File: src/sv/tlsdf_pkg.sv
// ----------------------------------------------------------------------------
// tlsdf_pkg
// shared types and constants of the record deframer
// ----------------------------------------------------------------------------
package tlsdf_pkg;

    localparam logic [7:0]  LEGACY_MAJOR       = 8'h03;
    localparam logic [7:0]  TYPE_CCS           = 8'd20;
    localparam logic [7:0]  TYPE_APP_DATA      = 8'd23;
    localparam logic [15:0] PLAINTEXT_LIMIT_RST  = 16'd16384;
    localparam logic [15:0] CIPHERTEXT_LIMIT_RST = 16'd16640;
    localparam logic [2:0]  HDR_LAST_BYTE      = 3'd4;

    typedef enum logic [1:0] {
        REG_PLAINTEXT_LIMIT  = 2'd0,
        REG_CIPHERTEXT_LIMIT = 2'd1
    } cfg_reg_t;

    typedef enum logic [1:0] {
        KIND_HEADER  = 2'd0,
        KIND_PAYLOAD = 2'd1,
        KIND_ERROR   = 2'd2
    } kind_t;

    typedef enum logic [2:0] {
        ERR_NONE     = 3'd0,
        ERR_VERSION  = 3'd1,
        ERR_TYPE     = 3'd2,
        ERR_EMPTY    = 3'd3,
        ERR_OVERFLOW = 3'd4
    } err_t;

    typedef struct packed {
        logic [7:0]  content_type;
        logic [7:0]  version_major;
        logic [15:0] record_length;
        logic [15:0] plaintext_limit;
        logic [15:0] ciphertext_limit;
    } hdr_t;

endpackage

File: src/sv/tls13_record_deframer.sv
// ----------------------------------------------------------------------------
// tls13_record_deframer
// byte-wide record deframer: header gather, checks, payload pass-through
// ----------------------------------------------------------------------------
// a result is registered and appears in the cycle after the byte that causes it
// throughput: one byte per cycle, limited only by the output register draining
// a byte is taken whenever the output register is empty or being read
// reset clears the parse state, the sticky error and restores the default limits
// ----------------------------------------------------------------------------
module tls13_record_deframer
(
    input  logic        clk,
    input  logic        rst_n,

    input  logic        in_valid,
    output logic        in_stall,
    input  logic [7:0]  in_byte,

    output logic        out_valid,
    input  logic        out_stall,
    output logic [1:0]  kind,
    output logic [7:0]  data_byte,
    output logic [7:0]  content_type,
    output logic [15:0] record_length,
    output logic        last_of_record,
    output logic [2:0]  error_code,

    input  logic        cfg_valid,
    output logic        cfg_ready,
    input  logic [1:0]  cfg_index,
    input  logic [15:0] cfg_data
);

    logic [15:0] plaintext_limit_reg;
    logic [15:0] ciphertext_limit_reg;

    logic [2:0]  header_count_reg, header_count_next;
    logic [7:0]  type_reg, type_next;
    logic [7:0]  major_reg, major_next;
    logic [15:0] length_reg, length_next;
    logic [15:0] payload_left_reg, payload_left_next;
    logic        failed_reg, failed_next;

    logic               out_valid_reg, out_valid_next;
    tlsdf_pkg::kind_t   kind_reg, kind_next;
    logic [7:0]         data_reg, data_next;
    logic [7:0]         rtype_reg, rtype_next;
    logic [15:0]        rlen_reg, rlen_next;
    logic               last_reg, last_next;
    tlsdf_pkg::err_t    err_reg, err_next;

    logic               in_accept;
    logic               result_load;
    tlsdf_pkg::hdr_t    hdr;
    tlsdf_pkg::err_t    hdr_err;

    assign cfg_ready = 1'b1;
    assign in_stall  = out_valid_reg & out_stall;
    assign in_accept = in_valid & ~in_stall;

    // configuration registers
    always_ff @(posedge clk or negedge rst_n)
    begin
        if (!rst_n)
        begin
            plaintext_limit_reg  <= tlsdf_pkg::PLAINTEXT_LIMIT_RST;
            ciphertext_limit_reg <= tlsdf_pkg::CIPHERTEXT_LIMIT_RST;
        end
        else if (cfg_valid && cfg_ready)
        begin
            unique case (cfg_index)
                tlsdf_pkg::REG_PLAINTEXT_LIMIT:  plaintext_limit_reg  <= cfg_data;
                tlsdf_pkg::REG_CIPHERTEXT_LIMIT: ciphertext_limit_reg <= cfg_data;
                default: ;
            endcase
        end
    end

    assign hdr.content_type     = type_reg;
    assign hdr.version_major    = major_reg;
    assign hdr.record_length    = {length_reg[15:8], in_byte};
    assign hdr.plaintext_limit  = plaintext_limit_reg;
    assign hdr.ciphertext_limit = ciphertext_limit_reg;

    tlsdf_hdr_check u_hdr_check
    (
        .hdr (hdr),
        .err (hdr_err)
    );

    always_comb
    begin
        header_count_next = header_count_reg;
        type_next         = type_reg;
        major_next        = major_reg;
        length_next       = length_reg;
        payload_left_next = payload_left_reg;
        failed_next       = failed_reg;
        result_load       = 1'b0;
        kind_next         = kind_reg;
        data_next         = data_reg;
        rtype_next        = rtype_reg;
        rlen_next         = rlen_reg;
        last_next         = last_reg;
        err_next          = err_reg;

        if (in_accept && !failed_reg)
        begin
            if (payload_left_reg != 16'd0)
            begin
                result_load       = 1'b1;
                kind_next         = tlsdf_pkg::KIND_PAYLOAD;
                data_next         = in_byte;
                rtype_next        = type_reg;
                rlen_next         = length_reg;
                last_next         = (payload_left_reg == 16'd1);
                err_next          = tlsdf_pkg::ERR_NONE;
                payload_left_next = payload_left_reg - 16'd1;
            end
            else if (header_count_reg == tlsdf_pkg::HDR_LAST_BYTE)
            begin
                result_load       = 1'b1;
                header_count_next = 3'd0;
                length_next       = hdr.record_length;
                data_next         = 8'd0;
                rtype_next        = type_reg;
                rlen_next         = hdr.record_length;
                last_next         = 1'b0;
                err_next          = hdr_err;
                if (hdr_err != tlsdf_pkg::ERR_NONE)
                begin
                    failed_next = 1'b1;
                    kind_next   = tlsdf_pkg::KIND_ERROR;
                end
                else
                begin
                    kind_next         = tlsdf_pkg::KIND_HEADER;
                    payload_left_next = hdr.record_length;
                end
            end
            else
            begin
                header_count_next = header_count_reg + 3'd1;
                case (header_count_reg)
                    3'd0:    type_next   = in_byte;
                    3'd1:    major_next  = in_byte;
                    3'd3:    length_next = {in_byte, 8'd0};
                    default: ;
                endcase
            end
        end

        if (result_load)
        begin
            out_valid_next = 1'b1;
        end
        else
        begin
            out_valid_next = out_valid_reg & out_stall;
        end
    end

    always_ff @(posedge clk or negedge rst_n)
    begin
        if (!rst_n)
        begin
            header_count_reg <= 3'd0;
            type_reg         <= 8'd0;
            major_reg        <= 8'd0;
            length_reg       <= 16'd0;
            payload_left_reg <= 16'd0;
            failed_reg       <= 1'b0;
            out_valid_reg    <= 1'b0;
        end
        else
        begin
            header_count_reg <= header_count_next;
            type_reg         <= type_next;
            major_reg        <= major_next;
            length_reg       <= length_next;
            payload_left_reg <= payload_left_next;
            failed_reg       <= failed_next;
            out_valid_reg    <= out_valid_next;
        end
    end

    always_ff @(posedge clk)
    begin
        kind_reg  <= kind_next;
        data_reg  <= data_next;
        rtype_reg <= rtype_next;
        rlen_reg  <= rlen_next;
        last_reg  <= last_next;
        err_reg   <= err_next;
    end

    assign out_valid      = out_valid_reg;
    assign kind           = kind_reg;
    assign data_byte      = data_reg;
    assign content_type   = rtype_reg;
    assign record_length  = rlen_reg;
    assign last_of_record = last_reg;
    assign error_code     = err_reg;

    // error is sticky until reset
    assert property (@(posedge clk) disable iff (!rst_n)
        failed_reg |=> failed_reg)
        else $error("sticky error flag cleared");

    // no result once failed
    assert property (@(posedge clk) disable iff (!rst_n)
        failed_reg |-> !result_load)
        else $error("result produced after error");

    // header gathering and payload phase never overlap
    assert property (@(posedge clk) disable iff (!rst_n)
        (payload_left_reg != 16'd0) |-> (header_count_reg == 3'd0))
        else $error("header count nonzero during payload");

    // an error transaction always sets the sticky flag
    assert property (@(posedge clk) disable iff (!rst_n)
        (result_load && kind_next == tlsdf_pkg::KIND_ERROR) |=> failed_reg)
        else $error("error emitted without sticky flag");

    // header count stays within the five header bytes
    assert property (@(posedge clk) disable iff (!rst_n)
        header_count_reg <= tlsdf_pkg::HDR_LAST_BYTE)
        else $error("header count out of range");

endmodule

File: src/sv/tlsdf_hdr_check.sv
// ----------------------------------------------------------------------------
// tlsdf_hdr_check
// ordered validity checks on a completed record header
// ----------------------------------------------------------------------------
module tlsdf_hdr_check
(
    input  tlsdf_pkg::hdr_t hdr,
    output tlsdf_pkg::err_t err
);

    logic type_ok;
    logic over_limit;

    assign type_ok = (hdr.content_type >= tlsdf_pkg::TYPE_CCS)
                  && (hdr.content_type <= tlsdf_pkg::TYPE_APP_DATA);

    assign over_limit = (hdr.content_type == tlsdf_pkg::TYPE_APP_DATA)
                      ? (hdr.record_length > hdr.ciphertext_limit)
                      : (hdr.record_length > hdr.plaintext_limit);

    always_comb
    begin
        if (hdr.version_major != tlsdf_pkg::LEGACY_MAJOR)
        begin
            err = tlsdf_pkg::ERR_VERSION;
        end
        else if (!type_ok)
        begin
            err = tlsdf_pkg::ERR_TYPE;
        end
        else if (hdr.record_length == 16'd0)
        begin
            err = tlsdf_pkg::ERR_EMPTY;
        end
        else if (over_limit)
        begin
            err = tlsdf_pkg::ERR_OVERFLOW;
        end
        else
        begin
            err = tlsdf_pkg::ERR_NONE;
        end
    end

endmodule
File: config.mk
export PLATFORM = sky130hd
export DESIGN_NAME = tls13_record_deframer
export DESIGN_NICKNAME = d
export VERILOG_FILES = /design/src/sv/tlsdf_pkg.sv /design/src/sv/tls13_record_deframer.sv /design/src/sv/tlsdf_hdr_check.sv
export SDC_FILE = /design/constraint.sdc
export NUM_CORES = 1
export LEC_CHECK = 0
export CAP_MARGIN = 20
export CORE_MARGIN = 2
export CORE_UTILIZATION = 65
export DETAILED_ROUTE_END_ITERATION = 10
export DONT_BUFFER_PORTS = 1
export PLACE_DENSITY_LB_ADDON = 0.12
export SETUP_SLACK_MARGIN = 0.4
export SLEW_MARGIN = 15
export SYNTH_ARGS = -nofsm -noshare
export SYNTH_HDL_FRONTEND = slang
export SYNTH_SLANG_ARGS = --single-unit
export TNS_END_PERCENT = 100
File: constraint.sdc
create_clock -name clk -period 6 [get_ports clk]
set_input_delay 1.2 -clock clk [delete_from_list [all_inputs] [get_ports clk]]
set_output_delay 1.2 -clock clk [all_outputs]
set_load 0.02 [all_outputs]
## Word level (Yosys, flattened, before mapping)

Index checks and enable logic that the tools add are counted.

| storage, ports and cells | value |
|---|---|
| bits of input ports | 31 |
| flip-flop bits (word level) | 123 |
| logic and storage cells | 81 |
| output and inout port bits | 41 |

| operators by class | value |
|---|---|
| muxes and demuxes | 26 |
| $lt $le $gt $ge | 4 |
| bitwise gates (word level) | 5 |
| eq/ne operators | 8 |
| reductions and logical operators | 20 |
| add/subtract/negate cells | 2 |

Operators with widths:

| kind | count |
|---|---|
| $mux W16 | 5 |
| $mux W8 | 6 |
| $gt A16 B16 Y1 | 2 |
| $mux W3 | 6 |
| $eq A16 B1 Y1 const B | 1 |
| $logic_not A16 Y1 | 1 |
| $reduce_and A4 Y1 | 4 |
| $reduce_bool A16 Y1 | 1 |
| $sub A16 B1 Y16 const B | 1 |
| $eq A8 B5 Y1 const B | 1 |
| $ge A8 B5 Y1 const B | 1 |
| $le A8 B5 Y1 const B | 1 |
| $ne A8 B2 Y1 const B | 1 |
| $reduce_and A2 Y1 | 4 |
| $mux W1 | 7 |
| $reduce_and A3 Y1 | 2 |
| $mux W2 | 2 |
| $reduce_bool A2 Y1 | 2 |
| $add A3 B1 Y3 const B | 1 |
| $eq A3 B1 Y1 const B | 1 |
| $eq A3 B2 Y1 const B | 1 |
| $eq A3 B3 Y1 const B | 1 |
| $logic_not A3 Y1 | 1 |
| $not A1 Y1 | 3 |
| 7 further kinds | 9 |

## Depth between registers and ports, before layout

| depth | value |
|---|---|
| word-level depth | 10 |
| mapped depth | 11 |
| mapped depth without buffers | 11 |

## By module

From an unflattened synthesis, not the netlist that was laid out.

| unflattened totals | value |
|---|---|
| cells, all modules | 534 |
| area total of the unflattened synthesis | 6,190.9 sq um |

Modules (own cells, without submodules):

| module | cells an instance | times used | area each (sq um) | seq. area each (sq um) |
|---|---|---|---|---|
| tls13_record_deframer | 403 | 1 | 5,248.8 | 3,271.9 |
| tlsdf_hdr_check | 131 | 1 | 942.2 | 0.0 |

## Worst setup path after synthesis

OpenSTA, ideal clock, no wires.

| timing path | value |
|---|---|
| path type | input to register |
| start | in in_byte[7] |
| end | reg payload_left_reg[6] |
| path buffers | 0 |
| arrival time | 3.163 ns |
| cell stages on the path | 9 |
| library setup time | 0.095 ns |
| required time | 5.905 ns |
| path slack | 2.742 ns |
| cells stage by stage | ha_1 > a21oi_1 > o21ai_0 > a221o_1 > o31ai_1 > a31o_2 > inv_2 > or3_1 > o31ai_1 |

| between the ends | value |
|---|---|
| longest elaborated chain between the ends | 9 |
| elaborated cells between the ends (all ways) | 11 |
| classes of those cells | 2 x order compare; 1 x eq/ne; 5 x mux; 3 x reduce/logical |

Ends and longest elaborated chain:

| element | line | RTL |
|---|---|---|
| start, declared | tls13_record_deframer.sv:17 | `input logic [7:0] in_byte,` |
| $gt A16 B16 Y1 (on tied branches) | tlsdf_hdr_check.sv:19, tlsdf_hdr_check.sv:18 |  |
| $mux W1 | tlsdf_hdr_check.sv:18 | `? (hdr.record_length > hdr.ciphertext_limit)` |
| $mux W3 | tlsdf_hdr_check.sv:35 | `else if (over_limit)` |
| $mux W3 (*) | tlsdf_hdr_check.sv:31 | `else if (hdr.record_length == 16'd0)` |
| $mux W3 (*) | tlsdf_hdr_check.sv:27 | `else if (!type_ok)` |
| $mux W3 (*) | tlsdf_hdr_check.sv:23 | `if (hdr.version_major != tlsdf_pkg::LEGACY_MAJOR)` |
| $reduce_bool A3 Y1 (*) | tls13_record_deframer.sv:130 | `if (hdr_err != tlsdf_pkg::ERR_NONE)` |
| $ne A2 B2 Y1 (no source line) (*) | n/a |  |
| $reduce_and A3 Y1 (no source line) (*) | n/a |  |
| end signal, assigned | tls13_record_deframer.sv:181 | `payload_left_reg <= payload_left_next;` |
| end, declared | tls13_record_deframer.sv:41 | `logic [15:0] payload_left_reg, payload_left_next;` |

Every way passes the cells marked *; elsewhere a longest branch is shown, timed or not.
A chain may end at the register's enable or synchronous reset.

## Final worst setup path

| timing path | value |
|---|---|
| start | reg payload_left_reg[11] |
| end | reg payload_left_reg[14] |

| between the ends | value |
|---|---|
| longest elaborated chain between the ends | 3 |
| elaborated cells between the ends (all ways) | 6 |
| classes of those cells | 1 x add/sub; 1 x eq/ne; 1 x mux; 3 x reduce/logical |

Ends and longest elaborated chain:

| element |
|---|
| parallel branches: the longest is 3 deep, another holds $sub A16 B1 Y16 |

Parallel ways; which one is timed is not known.

==> metrics.txt <==
Post-Place Worst Slack 1.856 ns; internal power 1.820 mW; Leak 2.908 nW; Critical Path AT 4.63 ns; worst path setup slack after routing 1.776 ns; Congestion Overflow GR 0; Final Hold Slack 0.3712 ns; initial antenna violation count 0; status completed; power share of the combinational group 16.9%; Worst-path clk slew 0.06 ns; Resize count post-CTS 0; CTS tree done; Cell variety after synth 53; layout cells sized above 1 17.42%; clk_lat worst skew 0.52 ns; GPL Wtd Cong 0.8620; nets 590; Peak Freq 236.7 MHz; diode count 0; setup_tns 0 ns; Critical Path RT 6.40 ns; setup repair after global routing missed its margin no; Sink Count 123; hold crit path type in -> async; power per cell area 397.2 nW/um2; mean routed wirelength per cell 19.40 um; Routed Antenna Nets 0; DRT Wirelength 12.46 mm; vias per std cell 6.326; vias in the first global route 4004; Crit Path Class reg -> reg; largest net degree at the start of global routing 86; Core ar. 8721 um2; Seq/Total Area, Yosys 55.96%; net load switching power 0.7677 mW; Worst-Margin Slew 0.8957 ns; Hold-fix buffers, CTS 0; most frequent cells in the layout dfrtp_1, nand2_1, mux2_2, inv_1; Clk pwr share 37.9%; Mapped Nets 581; port buffer count 0; Site Rows 34; max-cap violations 0; Yosys reg bits 123; worst-path fanout max 45; # setup viols final 0; Hold Vio Cnt, Final 0; Switching Share 29.67%; Root Driver clkbuf_8; final slew viol count 0; # DRC 0; DR vias 4061; DRT Pass-1 Iters 4; mapped cell area 5847 um2; Die ar. 9769 um2; startpoint type of the worst setup path flip-flop; yosys warns 0; hpwl dp 8.411 mm; final period utilization 70.41%; sequential power share 45.2%; num ports 72; TritonCTS Buffers 17; DR iter-0 viols 139; VDD IR max 0.0002293 V; Clock Tree Buf Depth 2; minimum clock period 4.224 ns; worst-case clock skew 0.01049 ns; most common cell after layout, fill and taps aside dfrtp_1; area grow syn2layout 11.41%; DIE HEIGHT 98.84 um; setup bufs post-CTS 0; total track usage 27.31%; Synth Instances 512; starting density of the core 67.04%; CP Capture Type flip-flop; first-pass GRT wire length 20.46 mm; Avg Inst Size Synth 11.42 um2; Die X 98.84 um; final total power 2.588 mW; CTS H-tree lvls 4; Slew HR 40.20%
-- layer usage --
metal	vias up	global-route usage, %	wire length (um)
met5	-	0	0
met4	0	10.43	248
met3	22	7.801	723
met2	125	43.76	6197
met1	2041	35.65	5285
li1	1873	-	-
-- cells by family (layout without fill, tap and decap cells) --
group / Yosys count / count (layout) / synth area share, %
buffers and inverters: 54 / 76 / 3.681
DFF: 123 / 123 / 55.96
other: 1 / 1 / 0.06414
adders and majority gates: 38 / 38 / 8.132
muxes: 42 / 42 / 8.089
and+or+nand+nor: 154 / 154 / 13.33
AOI/OAI and AO/OA: 100 / 100 / 10.74
-- power by group through the flow --
stage | registers, mW | clock network (mW) | logic, mW
2_1_floorplan | 1.14 | 0 | 0.351
3_3_place_gp | 1.17 | 0 | 0.408
3_5_place_dp | 1.18 | 0 | 0.432
4_1_cts | 1.17 | 0.987 | 0.438
5_1_grt | 1.19 | 1.02 | 0.497
6_report | 1.17 | 0.980 | 0.438
-- critical path, stage by stage (launching register included) --
cell	delay, ns
dfrtp_1	0.45
or4_4	0.57
or2_4	0.27
nor3_4	0.59
inv_2	0.45
o21ai_2	0.62
inv_2	0.53
nand4_1	0.26
mux2_2	0.35
-- stage by stage --
stage	instances	instance area, um2	utilization (%)
6_report	642	6514	74.69
5_1_grt	642	6514	74.69
3_3_place_gp	610	5941	68.12
2_1_floorplan	512	5847	-
3_5_place_dp	610	5941	68.12
4_1_cts	642	6514	74.69
-- synthesized netlist by cell type, drive strengths merged --
cell,instances,area [um2]
o41ai,4,35.03
inv,43,161.4
a221o,1,10.01
or4,1,11.26
ha,38,475.5
o21bai,2,15.01
o31ai,5,37.54
and3,1,6.260
a21oi,26,130.1
or3,2,12.51
dfstp,3,78.83
clkbuf,8,30.03
o21ai,35,178.9
a21o,3,22.52
nand3,12,72.57
a22o,8,70.07
a41o,1,10.01
and4,1,8.760
o211ai,2,15.01
or2,1,8.760
nor3b,3,22.52
and2,8,50.05
nand4,11,68.82
nor2,25,106.4
dfrtp,82,2052
edfxtp,38,1141
conb,1,3.750
nor3,7,46.30
o22ai,2,12.51
a2bb2oi,1,8.760
a21boi,2,15.01
o41a,1,11.26
a31o,2,17.52
a31oi,2,12.51
o21a,1,7.510
nor2b,4,25.02
mux2,42,473.0
nand2,63,241.5
nor4,11,68.82
nand3b,4,30.03
buf,3,23.77
o21ba,1,10.01
a2111oi,1,8.760
-- final timing paths --
path                                       from                        to  slack [ns]  depth (start not counted)
max reg2reg                payload_left_reg[11]      payload_left_reg[14]        1.78                          8
max in group asynchronous                 rst_n  ciphertext_limit_reg[14]        5.39                          0
min                                       rst_n             length_reg[5]        0.37                          0
min reg2reg                         type_reg[3]           content_type[3]        0.48                          0
max                        payload_left_reg[11]      payload_left_reg[14]        1.78                          8
min in group clk                    type_reg[3]           content_type[3]        0.48                          0
-- area by class of cell --
type / instances / area, um2
tap: 108 / 135.1
sequential: 123 / 3272
timing repair buffer: 1 / 7.507
inverter: 43 / 161.4
clock inverter: 13 / 141.4
fill: 569 / 2207
clock buffer: 19 / 431.7
multi-input combinational: 335 / 2365
(Power assumes the default switching activity.)
